$ cat src/sv/vrt_pkg.sv
// Package for the voxel ray traversal unit: command and status structs, controller states,
// result kinds and the sine polynomial coefficients. No dependencies.
`default_nettype none
package vrt_pkg;

    localparam logic [1:0] KIND_PROBE = 2'd0;
    localparam logic [1:0] KIND_HIT   = 2'd1;
    localparam logic [1:0] KIND_MISS  = 2'd2;
    localparam logic [1:0] KIND_NORAY = 2'd3;

    localparam logic [31:0] ONE_Q30 = 32'h4000_0000;
    localparam logic [31:0] T_ONES  = 32'hFFFF_FFFF;

    localparam logic [31:0] SIN_COEF [5] = '{
        32'd1686629713, 32'd693598668, 32'd85569304, 32'd5026995, 32'd172273
    };

    typedef enum logic [10:0] {
        S_IDLE  = 11'b000_0000_0001,
        S_DISP  = 11'b000_0000_0010,
        S_SIN   = 11'b000_0000_0100,
        S_DIV   = 11'b000_0000_1000,
        S_RINIT = 11'b000_0001_0000,
        S_RITER = 11'b000_0010_0000,
        S_RDONE = 11'b000_0100_0000,
        S_TNEXT = 11'b000_1000_0000,
        S_RSQ   = 11'b001_0000_0000,
        S_RDEC  = 11'b010_0000_0000,
        S_EMIT  = 11'b100_0000_0000
    } t_state;

    typedef enum logic [3:0] {
        OP_NOP, OP_LOAD, OP_SIN, OP_DIV, OP_RINIT, OP_RITER, OP_RDONE, OP_TNEXT,
        OP_RSQ, OP_RDEC
    } t_op;

    typedef struct packed {
        t_op        op;
        logic [1:0] idx;
        logic [2:0] sub;
        logic       emit;
    } t_cmd;

    typedef struct packed {
        logic action;
        logic out_free;
    } t_status;

endpackage
`default_nettype wire

$ cat src/sv/vrt_ctrl.sv
// Controller state machine of the voxel ray traversal unit.
// Sequences setup and reply steps for the datapath; depends on vrt_pkg.
`default_nettype none
module vrt_ctrl (
    input  wire logic          i_clk,
    input  wire logic          i_rst_n,
    input  wire logic          i_in_valid,
    input  wire vrt_pkg::t_status i_status,
    output vrt_pkg::t_cmd      o_cmd,
    output logic               o_in_stall
);

    vrt_pkg::t_state r_state, n_state;
    logic [1:0] r_idx, n_idx;
    logic [4:0] r_cnt, n_cnt;

    always_ff @(posedge i_clk) begin
        if (!i_rst_n) begin
            r_state <= vrt_pkg::S_IDLE;
            r_idx   <= 2'd0;
            r_cnt   <= 5'd0;
        end else begin
            r_state <= n_state;
            r_idx   <= n_idx;
            r_cnt   <= n_cnt;
        end
    end

    always_comb begin
        n_state    = r_state;
        n_idx      = r_idx;
        n_cnt      = r_cnt;
        o_cmd.op   = vrt_pkg::OP_NOP;
        o_cmd.idx  = r_idx;
        o_cmd.sub  = r_cnt[2:0];
        o_cmd.emit = 1'b0;
        case (r_state)
            vrt_pkg::S_IDLE: begin
                if (i_in_valid) begin
                    o_cmd.op = vrt_pkg::OP_LOAD;
                    n_state  = vrt_pkg::S_DISP;
                end
            end
            vrt_pkg::S_DISP: begin
                n_idx   = 2'd0;
                n_cnt   = 5'd0;
                n_state = i_status.action ? vrt_pkg::S_RSQ : vrt_pkg::S_SIN;
            end
            vrt_pkg::S_SIN: begin
                o_cmd.op = vrt_pkg::OP_SIN;
                if (r_cnt == 5'd6) begin
                    n_cnt = 5'd0;
                    n_idx = r_idx + 2'd1;
                    if (r_idx == 2'd3) begin
                        n_state = vrt_pkg::S_DIV;
                    end
                end else begin
                    n_cnt = r_cnt + 5'd1;
                end
            end
            vrt_pkg::S_DIV: begin
                o_cmd.op = vrt_pkg::OP_DIV;
                n_cnt    = r_cnt + 5'd1;
                if (r_cnt == 5'd1) begin
                    n_idx   = 2'd0;
                    n_state = vrt_pkg::S_RINIT;
                end
            end
            vrt_pkg::S_RINIT: begin
                o_cmd.op = vrt_pkg::OP_RINIT;
                n_cnt    = 5'd0;
                n_state  = vrt_pkg::S_RITER;
            end
            vrt_pkg::S_RITER: begin
                o_cmd.op = vrt_pkg::OP_RITER;
                n_cnt    = r_cnt + 5'd1;
                if (r_cnt == 5'd31) begin
                    n_state = vrt_pkg::S_RDONE;
                end
            end
            vrt_pkg::S_RDONE: begin
                o_cmd.op = vrt_pkg::OP_RDONE;
                n_state  = vrt_pkg::S_TNEXT;
            end
            vrt_pkg::S_TNEXT: begin
                o_cmd.op = vrt_pkg::OP_TNEXT;
                if (r_idx == 2'd2) begin
                    n_state = vrt_pkg::S_EMIT;
                end else begin
                    n_idx   = r_idx + 2'd1;
                    n_state = vrt_pkg::S_RINIT;
                end
            end
            vrt_pkg::S_RSQ: begin
                o_cmd.op = vrt_pkg::OP_RSQ;
                if (r_idx == 2'd2) begin
                    n_state = vrt_pkg::S_RDEC;
                end else begin
                    n_idx = r_idx + 2'd1;
                end
            end
            vrt_pkg::S_RDEC: begin
                o_cmd.op = vrt_pkg::OP_RDEC;
                n_state  = vrt_pkg::S_EMIT;
            end
            vrt_pkg::S_EMIT: begin
                if (i_status.out_free) begin
                    o_cmd.emit = 1'b1;
                    n_state    = vrt_pkg::S_IDLE;
                end
            end
            default: begin
                n_state = vrt_pkg::S_IDLE;
            end
        endcase
    end

    assign o_in_stall = (r_state != vrt_pkg::S_IDLE);

    a_emit_waits: assert property (@(posedge i_clk) disable iff (!i_rst_n)
        (r_state == vrt_pkg::S_EMIT && !i_status.out_free) |=> (r_state == vrt_pkg::S_EMIT))
        else $error("emit state left while the output register was full");

    a_riter_count: assert property (@(posedge i_clk) disable iff (!i_rst_n)
        (r_state == vrt_pkg::S_RDONE) |-> ($past(r_state) == vrt_pkg::S_RITER
                                          && $past(r_cnt) == 5'd31))
        else $error("reciprocal finished without a full set of iterations");

endmodule
`default_nettype wire

$ cat src/sv/vrt_datapath.sv
// Datapath of the voxel ray traversal unit: shared multiplier, sine polynomial, reciprocal
// divider, DDA state and output register. Driven by vrt_ctrl; depends on vrt_pkg.
`default_nettype none
module vrt_datapath #(
    parameter int POS_FRAC_BITS = 8,
    parameter int ANGLE_BITS    = 16,
    parameter int T_FRAC_BITS   = 16
) (
    input  wire logic               i_clk,
    input  wire logic               i_rst_n,
    input  wire vrt_pkg::t_cmd      i_cmd,
    output vrt_pkg::t_status        o_status,
    input  wire logic               i_cfg_valid,
    input  wire logic [11:0]        i_cfg_data,
    input  wire logic               i_action,
    input  wire logic signed [23:0] i_cam_x,
    input  wire logic signed [23:0] i_cam_y,
    input  wire logic signed [23:0] i_cam_z,
    input  wire logic [15:0]        i_yaw_angle,
    input  wire logic signed [15:0] i_pitch_angle,
    input  wire logic               i_is_solid,
    input  wire logic               i_out_stall,
    output logic                    o_out_valid,
    output logic [1:0]              o_kind,
    output logic signed [15:0]      o_voxel_x,
    output logic signed [15:0]      o_voxel_y,
    output logic signed [15:0]      o_voxel_z,
    output logic signed [15:0]      o_before_x,
    output logic signed [15:0]      o_before_y,
    output logic signed [15:0]      o_before_z
);

    localparam int P = POS_FRAC_BITS;
    localparam logic [31:0] AMASK   = 32'((64'd1 << ANGLE_BITS) - 64'd1);
    localparam logic signed [31:0] QUARTER = 32'(64'd1 << (ANGLE_BITS - 2));
    localparam logic [31:0] REM_INIT = 32'(64'd1 << (T_FRAC_BITS - 2));
    localparam logic [P:0]  DIST_ONE = (P + 1)'(1 << P);

    logic        r_active;
    logic        r_action;
    logic        r_solid;
    logic [11:0] r_limit;
    logic [31:0] r_yaw, r_pitch;
    logic [15:0] r_cur [3];
    logic [15:0] r_prev [3];
    logic [15:0] r_orig [3];
    logic        r_neg [3];
    logic [P-1:0] r_frac [3];
    logic [31:0] r_tnext [3];
    logic [31:0] r_tdelta [3];
    logic [30:0] r_sin [4];
    logic [30:0] r_div [3];
    logic [30:0] r_r, r_x2;
    logic [31:0] r_t;
    logic [31:0] r_rem, r_quo;
    logic        r_sat;
    logic [34:0] r_d2;
    logic [1:0]  r_res_kind;
    logic [15:0] r_res_vox [3];
    logic [15:0] r_res_bef [3];

    logic [31:0] mul_a, mul_b;
    logic [63:0] mul_p;
    logic [31:0] ang;
    logic [2:0]  coef_idx;
    logic [31:0] sin_s;
    logic [32:0] rem2;
    logic        rem_ge;
    logic [P:0]  step_len;
    logic signed [16:0] dd;
    logic [16:0] dd_abs;
    logic [1:0]  axis;
    logic [15:0] cur_step;
    logic [32:0] tsum;
    logic signed [31:0] p_ext, p_clamp;
    logic [31:0] yaw_in;
    logic signed [23:0] cams [3];
    logic        start_neg [3];

    assign mul_p = 64'(mul_a) * 64'(mul_b);

    always_comb begin
        case (i_cmd.idx)
            2'd0:    ang = r_yaw;
            2'd1:    ang = r_yaw + vrt_pkg::ONE_Q30;
            2'd2:    ang = r_pitch;
            default: ang = r_pitch + vrt_pkg::ONE_Q30;
        endcase
        coef_idx = 3'd5 - i_cmd.sub;
        step_len = r_neg[i_cmd.idx] ? {1'b0, r_frac[i_cmd.idx]}
                                    : DIST_ONE - {1'b0, r_frac[i_cmd.idx]};
        dd = $signed({r_cur[i_cmd.idx][15], r_cur[i_cmd.idx]})
           - $signed({r_orig[i_cmd.idx][15], r_orig[i_cmd.idx]});
        dd_abs = dd[16] ? 17'(-dd) : 17'(dd);
        mul_a = r_t;
        mul_b = 32'(r_x2);
        case (i_cmd.op)
            vrt_pkg::OP_SIN: begin
                if (i_cmd.sub == 3'd1) begin
                    mul_a = 32'(r_r);
                    mul_b = 32'(r_r);
                end else if (i_cmd.sub == 3'd6) begin
                    mul_b = 32'(r_r);
                end
            end
            vrt_pkg::OP_DIV: begin
                mul_a = 32'(r_sin[3]);
                mul_b = i_cmd.sub[0] ? 32'(r_sin[1]) : 32'(r_sin[0]);
            end
            vrt_pkg::OP_TNEXT: begin
                mul_a = 32'(step_len);
                mul_b = r_tdelta[i_cmd.idx];
            end
            vrt_pkg::OP_RSQ: begin
                mul_a = 32'(dd_abs);
                mul_b = 32'(dd_abs);
            end
            default: begin
                mul_a = r_t;
            end
        endcase
        sin_s = 32'(mul_p >> 30);
        if (sin_s > vrt_pkg::ONE_Q30) begin
            sin_s = vrt_pkg::ONE_Q30;
        end
        rem2   = {r_rem, 1'b0};
        rem_ge = (rem2 >= 33'(r_div[i_cmd.idx]));
        if (r_tnext[0] < r_tnext[1]) begin
            axis = (r_tnext[0] < r_tnext[2]) ? 2'd0 : 2'd2;
        end else begin
            axis = (r_tnext[1] < r_tnext[2]) ? 2'd1 : 2'd2;
        end
        cur_step = r_cur[axis] + (r_neg[axis] ? 16'hFFFF : 16'd1);
        tsum = 33'(r_tnext[axis]) + 33'(r_tdelta[axis]);
        p_ext = 32'(i_pitch_angle);
        p_clamp = p_ext;
        if (p_ext > QUARTER) begin
            p_clamp = QUARTER;
        end else if (p_ext < -QUARTER) begin
            p_clamp = -QUARTER;
        end
        yaw_in = (32'(i_yaw_angle) & AMASK) << (32 - ANGLE_BITS);
        cams[0] = i_cam_x;
        cams[1] = i_cam_y;
        cams[2] = i_cam_z;
        start_neg[0] = !yaw_in[31];
        start_neg[1] = p_clamp[31];
        start_neg[2] = (yaw_in < vrt_pkg::ONE_Q30) || (yaw_in > 32'hC000_0000);
    end

    always_ff @(posedge i_clk) begin
        if (!i_rst_n) begin
            r_active    <= 1'b0;
            r_action    <= 1'b0;
            r_limit     <= 12'd25;
            o_out_valid <= 1'b0;
        end else begin
            if (i_cfg_valid) begin
                r_limit <= i_cfg_data;
            end
            if (i_cmd.emit) begin
                o_out_valid <= 1'b1;
            end else if (!i_out_stall) begin
                o_out_valid <= 1'b0;
            end
            if (i_cmd.op == vrt_pkg::OP_LOAD) begin
                r_action <= i_action;
                if (!i_action) begin
                    r_active <= 1'b1;
                end
            end
            if (i_cmd.op == vrt_pkg::OP_RDEC && r_active
                    && (r_solid || r_d2 >= 35'(r_limit))) begin
                r_active <= 1'b0;
            end
        end
    end

    always_ff @(posedge i_clk) begin
        if (i_cmd.emit) begin
            o_kind     <= r_res_kind;
            o_voxel_x  <= r_res_vox[0];
            o_voxel_y  <= r_res_vox[1];
            o_voxel_z  <= r_res_vox[2];
            o_before_x <= r_res_bef[0];
            o_before_y <= r_res_bef[1];
            o_before_z <= r_res_bef[2];
        end
        case (i_cmd.op)
            vrt_pkg::OP_LOAD: begin
                r_solid <= i_is_solid;
                if (!i_action) begin
                    r_yaw   <= yaw_in;
                    r_pitch <= 32'(p_clamp << (32 - ANGLE_BITS));
                    r_res_kind <= vrt_pkg::KIND_PROBE;
                    for (int i = 0; i < 3; i++) begin
                        r_cur[i]     <= 16'(cams[i] >>> P);
                        r_prev[i]    <= 16'(cams[i] >>> P);
                        r_orig[i]    <= 16'(cams[i] >>> P);
                        r_res_vox[i] <= 16'(cams[i] >>> P);
                        r_res_bef[i] <= 16'd0;
                        r_frac[i]    <= cams[i][P-1:0];
                        r_neg[i]     <= start_neg[i];
                    end
                end
            end
            vrt_pkg::OP_SIN: begin
                if (i_cmd.sub == 3'd0) begin
                    r_r <= ang[30] ? 31'(vrt_pkg::ONE_Q30) - {1'b0, ang[29:0]}
                                   : {1'b0, ang[29:0]};
                end else if (i_cmd.sub == 3'd1) begin
                    r_x2 <= 31'(mul_p >> 30);
                    r_t  <= vrt_pkg::SIN_COEF[4];
                end else if (i_cmd.sub == 3'd6) begin
                    r_sin[i_cmd.idx] <= 31'(sin_s);
                end else begin
                    r_t <= vrt_pkg::SIN_COEF[coef_idx] - 32'(mul_p >> 30);
                end
            end
            vrt_pkg::OP_DIV: begin
                r_div[1] <= r_sin[2];
                if (i_cmd.sub[0]) begin
                    r_div[2] <= 31'(mul_p >> 30);
                end else begin
                    r_div[0] <= 31'(mul_p >> 30);
                end
            end
            vrt_pkg::OP_RINIT: begin
                r_rem <= REM_INIT;
                r_quo <= 32'd0;
                r_sat <= (32'(r_div[i_cmd.idx]) <= REM_INIT);
            end
            vrt_pkg::OP_RITER: begin
                r_rem <= rem_ge ? 32'(rem2 - 33'(r_div[i_cmd.idx])) : 32'(rem2);
                r_quo <= {r_quo[30:0], rem_ge};
            end
            vrt_pkg::OP_RDONE: begin
                r_tdelta[i_cmd.idx] <= r_sat ? vrt_pkg::T_ONES : r_quo;
            end
            vrt_pkg::OP_TNEXT: begin
                r_tnext[i_cmd.idx] <= (r_tdelta[i_cmd.idx] == vrt_pkg::T_ONES)
                                      ? vrt_pkg::T_ONES : 32'(mul_p >> P);
            end
            vrt_pkg::OP_RSQ: begin
                r_d2 <= ((i_cmd.idx == 2'd0) ? 35'd0 : r_d2) + 35'(mul_p);
            end
            vrt_pkg::OP_RDEC: begin
                if (!r_active) begin
                    r_res_kind <= vrt_pkg::KIND_NORAY;
                    for (int i = 0; i < 3; i++) begin
                        r_res_vox[i] <= 16'd0;
                        r_res_bef[i] <= 16'd0;
                    end
                end else if (r_solid) begin
                    r_res_kind <= vrt_pkg::KIND_HIT;
                    for (int i = 0; i < 3; i++) begin
                        r_res_vox[i] <= r_cur[i];
                        r_res_bef[i] <= r_prev[i];
                    end
                end else if (r_d2 >= 35'(r_limit)) begin
                    r_res_kind <= vrt_pkg::KIND_MISS;
                    for (int i = 0; i < 3; i++) begin
                        r_res_vox[i] <= r_cur[i];
                        r_res_bef[i] <= 16'd0;
                    end
                end else begin
                    r_res_kind <= vrt_pkg::KIND_PROBE;
                    for (int i = 0; i < 3; i++) begin
                        r_prev[i]    <= r_cur[i];
                        r_res_bef[i] <= 16'd0;
                        if (2'(i) == axis) begin
                            r_cur[i]     <= cur_step;
                            r_res_vox[i] <= cur_step;
                        end else begin
                            r_res_vox[i] <= r_cur[i];
                        end
                    end
                    r_tnext[axis] <= tsum[32] ? vrt_pkg::T_ONES : tsum[31:0];
                end
            end
            default: begin
                r_rem <= r_rem;
            end
        endcase
    end

    assign o_status.action   = r_action;
    assign o_status.out_free = !o_out_valid || !i_out_stall;

    a_no_overwrite: assert property (@(posedge i_clk) disable iff (!i_rst_n)
        i_cmd.emit |-> o_status.out_free)
        else $error("result loaded over a waiting beat");

    a_one_axis_step: assert property (@(posedge i_clk) disable iff (!i_rst_n)
        ($past(i_cmd.op) == vrt_pkg::OP_RDEC && r_res_kind == vrt_pkg::KIND_PROBE)
        |-> $countones({r_cur[0] != r_prev[0], r_cur[1] != r_prev[1],
                        r_cur[2] != r_prev[2]}) == 1)
        else $error("walk step moved other than exactly one axis");

    a_ray_starts_on_load: assert property (@(posedge i_clk) disable iff (!i_rst_n)
        $rose(r_active) |-> ($past(i_cmd.op) == vrt_pkg::OP_LOAD))
        else $error("ray became active without a start beat");

endmodule
`default_nettype wire

$ cat src/sv/voxel_ray_traversal_unit.sv
// Top level of the voxel ray traversal unit: controller plus datapath.
// Depends on vrt_pkg, vrt_ctrl and vrt_datapath.
//
//   channel | direction | handshake                 | payload
//   in      | to block  | i_in_valid / o_in_stall   | action, cam_x/y/z, yaw, pitch, is_solid
//   out     | from block| o_out_valid / i_out_stall | kind, voxel_x/y/z, before_x/y/z
//   cfg     | to block  | i_cfg_valid / o_cfg_ready | range_limit_sq
//
// A start beat is worked through in order before its result is loaded: four sine evaluations on
// the shared multiplier, the divisors, and a bit-serial reciprocal for each axis.
// A reply beat is mostly the three squared offsets on the same multiplier.
// A full output register holds the controller in its last step; a new beat is taken as soon
// as the result has moved into the output register. Reset is synchronous, active low.
`default_nettype none
module voxel_ray_traversal_unit #(
    parameter int POS_FRAC_BITS = 8,
    parameter int ANGLE_BITS    = 16,
    parameter int T_FRAC_BITS   = 16
) (
    input  wire logic               i_clk,
    input  wire logic               i_rst_n,
    input  wire logic               i_in_valid,
    output logic                    o_in_stall,
    input  wire logic               i_action,
    input  wire logic signed [23:0] i_cam_x,
    input  wire logic signed [23:0] i_cam_y,
    input  wire logic signed [23:0] i_cam_z,
    input  wire logic [15:0]        i_yaw_angle,
    input  wire logic signed [15:0] i_pitch_angle,
    input  wire logic               i_is_solid,
    output logic                    o_out_valid,
    input  wire logic               i_out_stall,
    output logic [1:0]              o_kind,
    output logic signed [15:0]      o_voxel_x,
    output logic signed [15:0]      o_voxel_y,
    output logic signed [15:0]      o_voxel_z,
    output logic signed [15:0]      o_before_x,
    output logic signed [15:0]      o_before_y,
    output logic signed [15:0]      o_before_z,
    input  wire logic               i_cfg_valid,
    output logic                    o_cfg_ready,
    input  wire logic [11:0]        i_cfg_data
);

    vrt_pkg::t_cmd    cmd;
    vrt_pkg::t_status status;

    assign o_cfg_ready = 1'b1;

    vrt_ctrl u_ctrl (
        .i_clk      (i_clk),
        .i_rst_n    (i_rst_n),
        .i_in_valid (i_in_valid),
        .i_status   (status),
        .o_cmd      (cmd),
        .o_in_stall (o_in_stall)
    );

    vrt_datapath #(
        .POS_FRAC_BITS (POS_FRAC_BITS),
        .ANGLE_BITS    (ANGLE_BITS),
        .T_FRAC_BITS   (T_FRAC_BITS)
    ) u_datapath (
        .i_clk         (i_clk),
        .i_rst_n       (i_rst_n),
        .i_cmd         (cmd),
        .o_status      (status),
        .i_cfg_valid   (i_cfg_valid),
        .i_cfg_data    (i_cfg_data),
        .i_action      (i_action),
        .i_cam_x       (i_cam_x),
        .i_cam_y       (i_cam_y),
        .i_cam_z       (i_cam_z),
        .i_yaw_angle   (i_yaw_angle),
        .i_pitch_angle (i_pitch_angle),
        .i_is_solid    (i_is_solid),
        .i_out_stall   (i_out_stall),
        .o_out_valid   (o_out_valid),
        .o_kind        (o_kind),
        .o_voxel_x     (o_voxel_x),
        .o_voxel_y     (o_voxel_y),
        .o_voxel_z     (o_voxel_z),
        .o_before_x    (o_before_x),
        .o_before_y    (o_before_y),
        .o_before_z    (o_before_z)
    );

endmodule
`default_nettype wire

$ cat config.mk
export PLATFORM = sky130hd
export DESIGN_NAME = voxel_ray_traversal_unit
export DESIGN_NICKNAME = d
export VERILOG_FILES = /design/src/sv/vrt_pkg.sv /design/src/sv/vrt_ctrl.sv /design/src/sv/vrt_datapath.sv /design/src/sv/voxel_ray_traversal_unit.sv
export SDC_FILE = /design/constraint.sdc
export NUM_CORES = 2
export LEC_CHECK = 0
export BUFFER_PORTS_ARGS = -buffer_cell sky130_fd_sc_hd__buf_2
export CORE_MARGIN = 1
export CORE_UTILIZATION = 50
export DETAILED_ROUTE_END_ITERATION = 12
export PLACE_DENSITY = 0.66
export SETUP_SLACK_MARGIN = 0.2
export SLEW_MARGIN = 20
export SYNTH_ARGS = -nofsm -noshare
export SYNTH_HDL_FRONTEND = slang
export SYNTH_HIERARCHICAL = 1
export SYNTH_SLANG_ARGS = --single-unit
export TNS_END_PERCENT = 30
$ cat constraint.sdc
create_clock -name i_clk -period 17.37 [get_ports i_clk]
set_input_delay 0.8685 -clock i_clk [delete_from_list [all_inputs] [get_ports i_clk]]
set_output_delay 0.8685 -clock i_clk [all_outputs]
set_load 0.1 [all_outputs]
Yosys cells after proc, flatten, opt, wreduce, memory -nomap -nowiden
Memory sizes are Yosys's and may differ from the RTL's. A register that Yosys moved wholly into a read port is not among the register bits.
Index checks and enable logic that the tools add are counted.
Widths: inputs -> output; s select.

word-level totals
  register bits = 262
  memory bits (writable) = 676
  memory bits (read-only) = 256
  bits of input ports = 123
  logic and storage cells = 346
  memories kept = 12

operators by class
  add/sub/neg operators = 14
  $mul = 1
  $lt $le $gt $ge = 12
  eq/ne operators = 43
  muxes and demuxes = 178
  bitwise operators = 37
  reduce and logical (&&, ||, !) cells = 29

memory list
  name                 words  width  read ports  clocked after Yosys merged registers in  write ports  line                 text
  (no name shown)      8      32     1           0                                        0            vrt_datapath.sv:217  r_t <= vrt_pkg::SIN_COEF[coef_idx] - 32'(mul_p >> 30);
  u_datapath.r_sin     4      31     4           0                                        1            vrt_datapath.sv:51   logic [30:0] r_sin [4];
  u_datapath.r_tdelta  3      32     2           1                                        1            vrt_datapath.sv:50   logic [31:0] r_tdelta [3];
  u_datapath.r_tnext   3      32     4           0                                        1            vrt_datapath.sv:49   logic [31:0] r_tnext [3];
  u_datapath.r_div     3      31     1           1                                        2            vrt_datapath.sv:52   logic [30:0] r_div [3];
  u_datapath.r_cur     3      16     5           1                                        3            vrt_datapath.sv:44   logic [15:0] r_cur [3];
  +6 memories          n/a    n/a    n/a         n/a                                      n/a          n/a

operators by type and width
  cell                    number
  $mux 16                 34
  $mux 32                 11
  $pmux 32 s4             2
  $mux 31                 5
  $pmux 32 s2             2
  $pmux 11 s11            1
  $lt 32x32->1            3
  $pmux 31 s3             1
  $mux 11                 8
  $mux 1                  80
  $add 31x31->31 const B  2
  $mul 32x32->62          1
  $mux 2                  24
  $pmux 4 s9              1
  $add 35x35->35          1
  $ge 35x12->1            1
  $mux 35                 1
  $add 32x32->33          1
  $ge 33x31->1            1
  $or 1x1->1              33
  $eq 32x32->1 const B    1
  $gt 32x31->1 const B    1
  $gt 32x32->1 const B    1
  $lt 32x31->1 const B    1
  65 further kinds        97

Longest topological paths before layout
An unclocked memory read counts as a cell.

  depth after elaboration = 13
  depth in mapped cells = 67
  depth with buffers taken out = 59

Cells and area by module
Netlist, hierarchy kept.

modules (own cells, without submodules)
  module                    times used  cells each  area an instance (µm²)  seq. area each (µm²)
  vrt_datapath              1           8,018       82,690.6                29,878.7
  vrt_ctrl                  1           167         1,398.8                 360.3
  voxel_ray_traversal_unit  1           2           11.3                    0.0

Worst setup path before layout
OpenSTA, ideal clock, no wires.

  kind = register -> register
  from = register, netlist name u_ctrl/r_idx[1]
  to = register u_datapath.r_t[30] (data pin)
  arrival = 15.269 ns
  required time = 17.115 ns
  path slack = 1.846 ns
  stages on the path, launching flop included = 64
  clock period less this slack = 15.524 ns
  path through = dfxtp_1 > clkbuf_1 > buf_2 > buf_1 > clkbuf_1 > clkbuf_1 > clkbuf_1 > clkbuf_1 > buf_1 > nand2_1 > o21ai_0 > ha_1 > inv_1 > fa_1 > a21o_1 > a21oi_2 > o21ai_1 > a41o_1 > [... 28 more ...] > a21boi_0 > xnor2_1 > ha_1 > inv_1 > fa_1 > a21o_1 > a21oi_1 > o21bai_1 > a21oi_1 > nor3b_1 > o32ai_1 > nand3b_1 > maj3_2 > a21oi_4 > a311oi_2 > a31oi_4 > mux2i_1 > and3_1

RTL lines
  element                 line                 text
  end signal: assignment  vrt_datapath.sv:213  r_t <= vrt_pkg::SIN_COEF[4];
  end signal: assignment  vrt_datapath.sv:217
  end: declaration        vrt_datapath.sv:54   logic [31:0] r_t;

==> metrics <==
Nets between 9k and 10k; most common cell in the netlist inv_1; IO Count approximately 220; final setup violation count 0; via count of the first global-routing pass ~63k; Clk Tree Root Cell clkbuf_16; worst min path class input pin to register; min cycle time layout 16.37 ns; via count roughly 63k; WP depth 54; most frequent cells after synthesis 1208 x inv_1, 1136 x nand2_1, 985 x edfxtp_1; Avg Cell Area, Syn around 10 µm²; first-pass GRT wire length about 400 mm; Post-synth EDFFs between 900 and 1k; Hold Vio Cnt, Final 0; initial antenna violation count 6; ys flop type edfxtp_1; Max Cap Viol 0; max incr delay on CP approximately 0.93 ns; CP max-delay cell a211oi_2; vias per inst between 5 and 6; top-area cell type share of the netlist area about a third; CP Class register to register; Initial Util just over 50%; final cycle utilization of the critical path ~94%; width of the chip 412.1 µm; crit-path max FO 34; Clk pin slew, worst setup/hold paths 0.06 ns; library cells used by synthesis roughly 120; Post-Syn Area 0.08410 mm²; DRC 0; Initial DRC Count around 6.1k; die height approximately 400 µm; RSZ-0062 raised after global routing no; CP delay by family, top compound AO/OA/AOI/OAI gates; CTS Buf Count 104; die area about 0.17 mm²; hold depth 1; DRT antenna net count 0; Clock Skews between 0.06 and 0.07 ns; met1 Usage GRT 41.08%; GR Layer Usage met2 around 52%; top cells by area, synth edfxtp_1 35%, fa_1 21%, ha_1 7.8%; GP Congestion between 0.9 and 1; GR Util met3 5.073%; buffers plus inverters on the worst setup path 6; maximum clock rate roughly 61 MHz; wire per inst about 25 µm; largest net degree at the start of global routing between 90 and 100; Port Buffers about 220; FP Rows 150; CP Data Arrival Time 16.92 ns; Ys Warns 6; Detailed Place HPWL 209.7 mm; Mapped Cells around 8.2k; layer with the highest usage met2; Congestion Overflow GR 0; Worst Tran Pin Value between 1 and 1.5 ns; clk buf depth 3; Pre-antenna DRT Iters 6; Slew Limit Headroom between 10% and 20%; GRT Util Overall between 30% and 40%; Synth area leader edfxtp_1; CTS tree done; setup_tns 0 ns; FF-to-FF path depth 54; Async S/R FF share, synth 0%; H-tree level count 3; CP Launch Type register; floorplan core area ~0.17 mm²; WP data required 17.92 ns; fraction of layout cells with a size suffix above 1 8.781%; clock sinks roughly 1k; sequential fraction of the synthesis area a little over a third; outcome completed; Crit path top cell by count fa_1; area grow syn2layout 9.115%; clk_lat worst skew between 0.7 and 0.8 ns; Final Slew Violations 0; Total Wirelength between 200 and 300 mm; FF+latch count, synth about 1k; CP Capture Type register
## flip-flops by register name (all words and copies together), names as in the netlist, 16 cells and up
signal	count
u_datapath/r_frac	24
u_datapath/o_before_y	16
u_datapath/o_voxel_y	16
u_datapath/r_quo	32
u_datapath/r_d2	35
u_datapath/r_prev	48
u_datapath/o_before_z	16
u_datapath/o_voxel_z	16
u_datapath/o_before_x	16
u_datapath/r_t	32
u_datapath/r_orig	48
u_datapath/r_div	93
u_datapath/r_cur	48
u_datapath/r_tnext	96
u_datapath/r_x2	31
u_datapath/r_rem	32
u_datapath/r_res_vox	48
u_datapath/r_res_bef	48
u_datapath/r_tdelta	96
u_datapath/o_voxel_x	16
u_datapath/r_sin	124
## worst register-to-register path: cells and delay by family (launching register included)
kind	cells	cell delay, ns
compound gates	26	7.17
xor+xnor	2	0.72
fa+ha+maj	12	5.58
buf+inv	6	0.69
flops	1	0.77
mux	2	0.50
simple gates	6	0.76
## final cells by class
class / count / area [µm²]
tap: 2204 / 2758
multi-input combinational: 5615 / 48190
clock inverter: 75 / 869.6
fill: 14640 / 75270
antenna: 3 / 7.507
sequential: 1018 / 30250
inverter: 1211 / 4548
timing repair buffer: 400 / 2460
clock buffer: 120 / 2684
## worst paths after layout
path,startpoint,end,slack (ns)
worst max-delay path,u_ctrl/r_idx[0]$_SDFFE_PN0P_,u_datapath/r_t[30]$_SDFFCE_PP0P_,1.0
worst min-delay path,i_cam_x[1],u_datapath/r_frac[0][1]$_DFFE_PP_,0.32
worst max register to register,u_ctrl/r_idx[0]$_SDFFE_PN0P_,u_datapath/r_t[30]$_SDFFCE_PP0P_,1.0
worst min register to register,u_datapath/r_sin[2][0]$_DFFE_PP_,u_datapath/r_div[1][0]$_DFFE_PP_,0.38
## cells by family after synthesis
logic type	after synthesis	share of synthesized area [%]
AND/OR/NAND/NOR	2508	13.31
buffers and inverters	1573	7.155
adder cells (fa/ha/maj)	1425	29.24
AO/OA/AOI/OAI	1257	9.861
flip-flops	1018	35.96
XOR/XNOR	230	2.404
multiplexers	173	2.063
other	3	0.01339
## placed cells by master, fill, tap and decap left out, types with 22 or more instances in the layout
cell type     n
fa_1        901
mux2i_1     169
dfxtp_1      30
clkinv_1     22
nand4_1      62
or2_2        52
buf_4       177
conb_1       22
o21a_1       41
o211ai_1     26
xor2_1       84
a221o_1      29
xnor2_1     145
a22oi_1     108
nor4_1       25
nor2b_1      57
nor3_1       47
a21oi_1     403
o22ai_1      40
o21bai_1     33
ha_1        521
nor2_1      692
nand2_1    1133
nand2b_1     41
o21ai_0     199
nand3_1      39
edfxtp_1    985
clkbuf_16   105
buf_2       222
inv_1      1206
and2_1      229
and3_1       26
a21o_1      129
## metal layers
layer | vias up | routed length, µm
met3 | 704 | 22290
met1 | 31490 | 105200
met5 | - | 24
met4 | 4 | 16480
met2 | 2989 | 127100
li1 | 27450 | -
## per-stage QoR
| step | util, % | area [µm²] | cells | hold slack (ns) | setup slack [ns] |
|---|---|---|---|---|---|
| after detailed placement | 52.80 | 88190 | 10450 | 0.4045 | 1.134 |
| after CTS | 54.93 | 91750 | 10640 | 0.2704 | 1.044 |
| after global placement | 52.80 | 88190 | 10450 | 0.4005 | 1.312 |
| after floorplan | - | 84170 | 8206 | 0.4003 | 1.846 |
| final | 54.94 | 91770 | 10650 | 0.3171 | 0.9980 |
| after global routing | 54.93 | 91760 | 10640 | 0.2843 | 0.5000 |
## repair_timing
action / CTS / global route
setup buffers: 0 / 0
hold buffers: 0 / 0
gates resized for setup: 0 / 1
endpoints found under the setup margin: 0 / 1
Power is not shown: default switching activity piles up to over one toggle a cycle in this logic, so the estimate is an artifact.
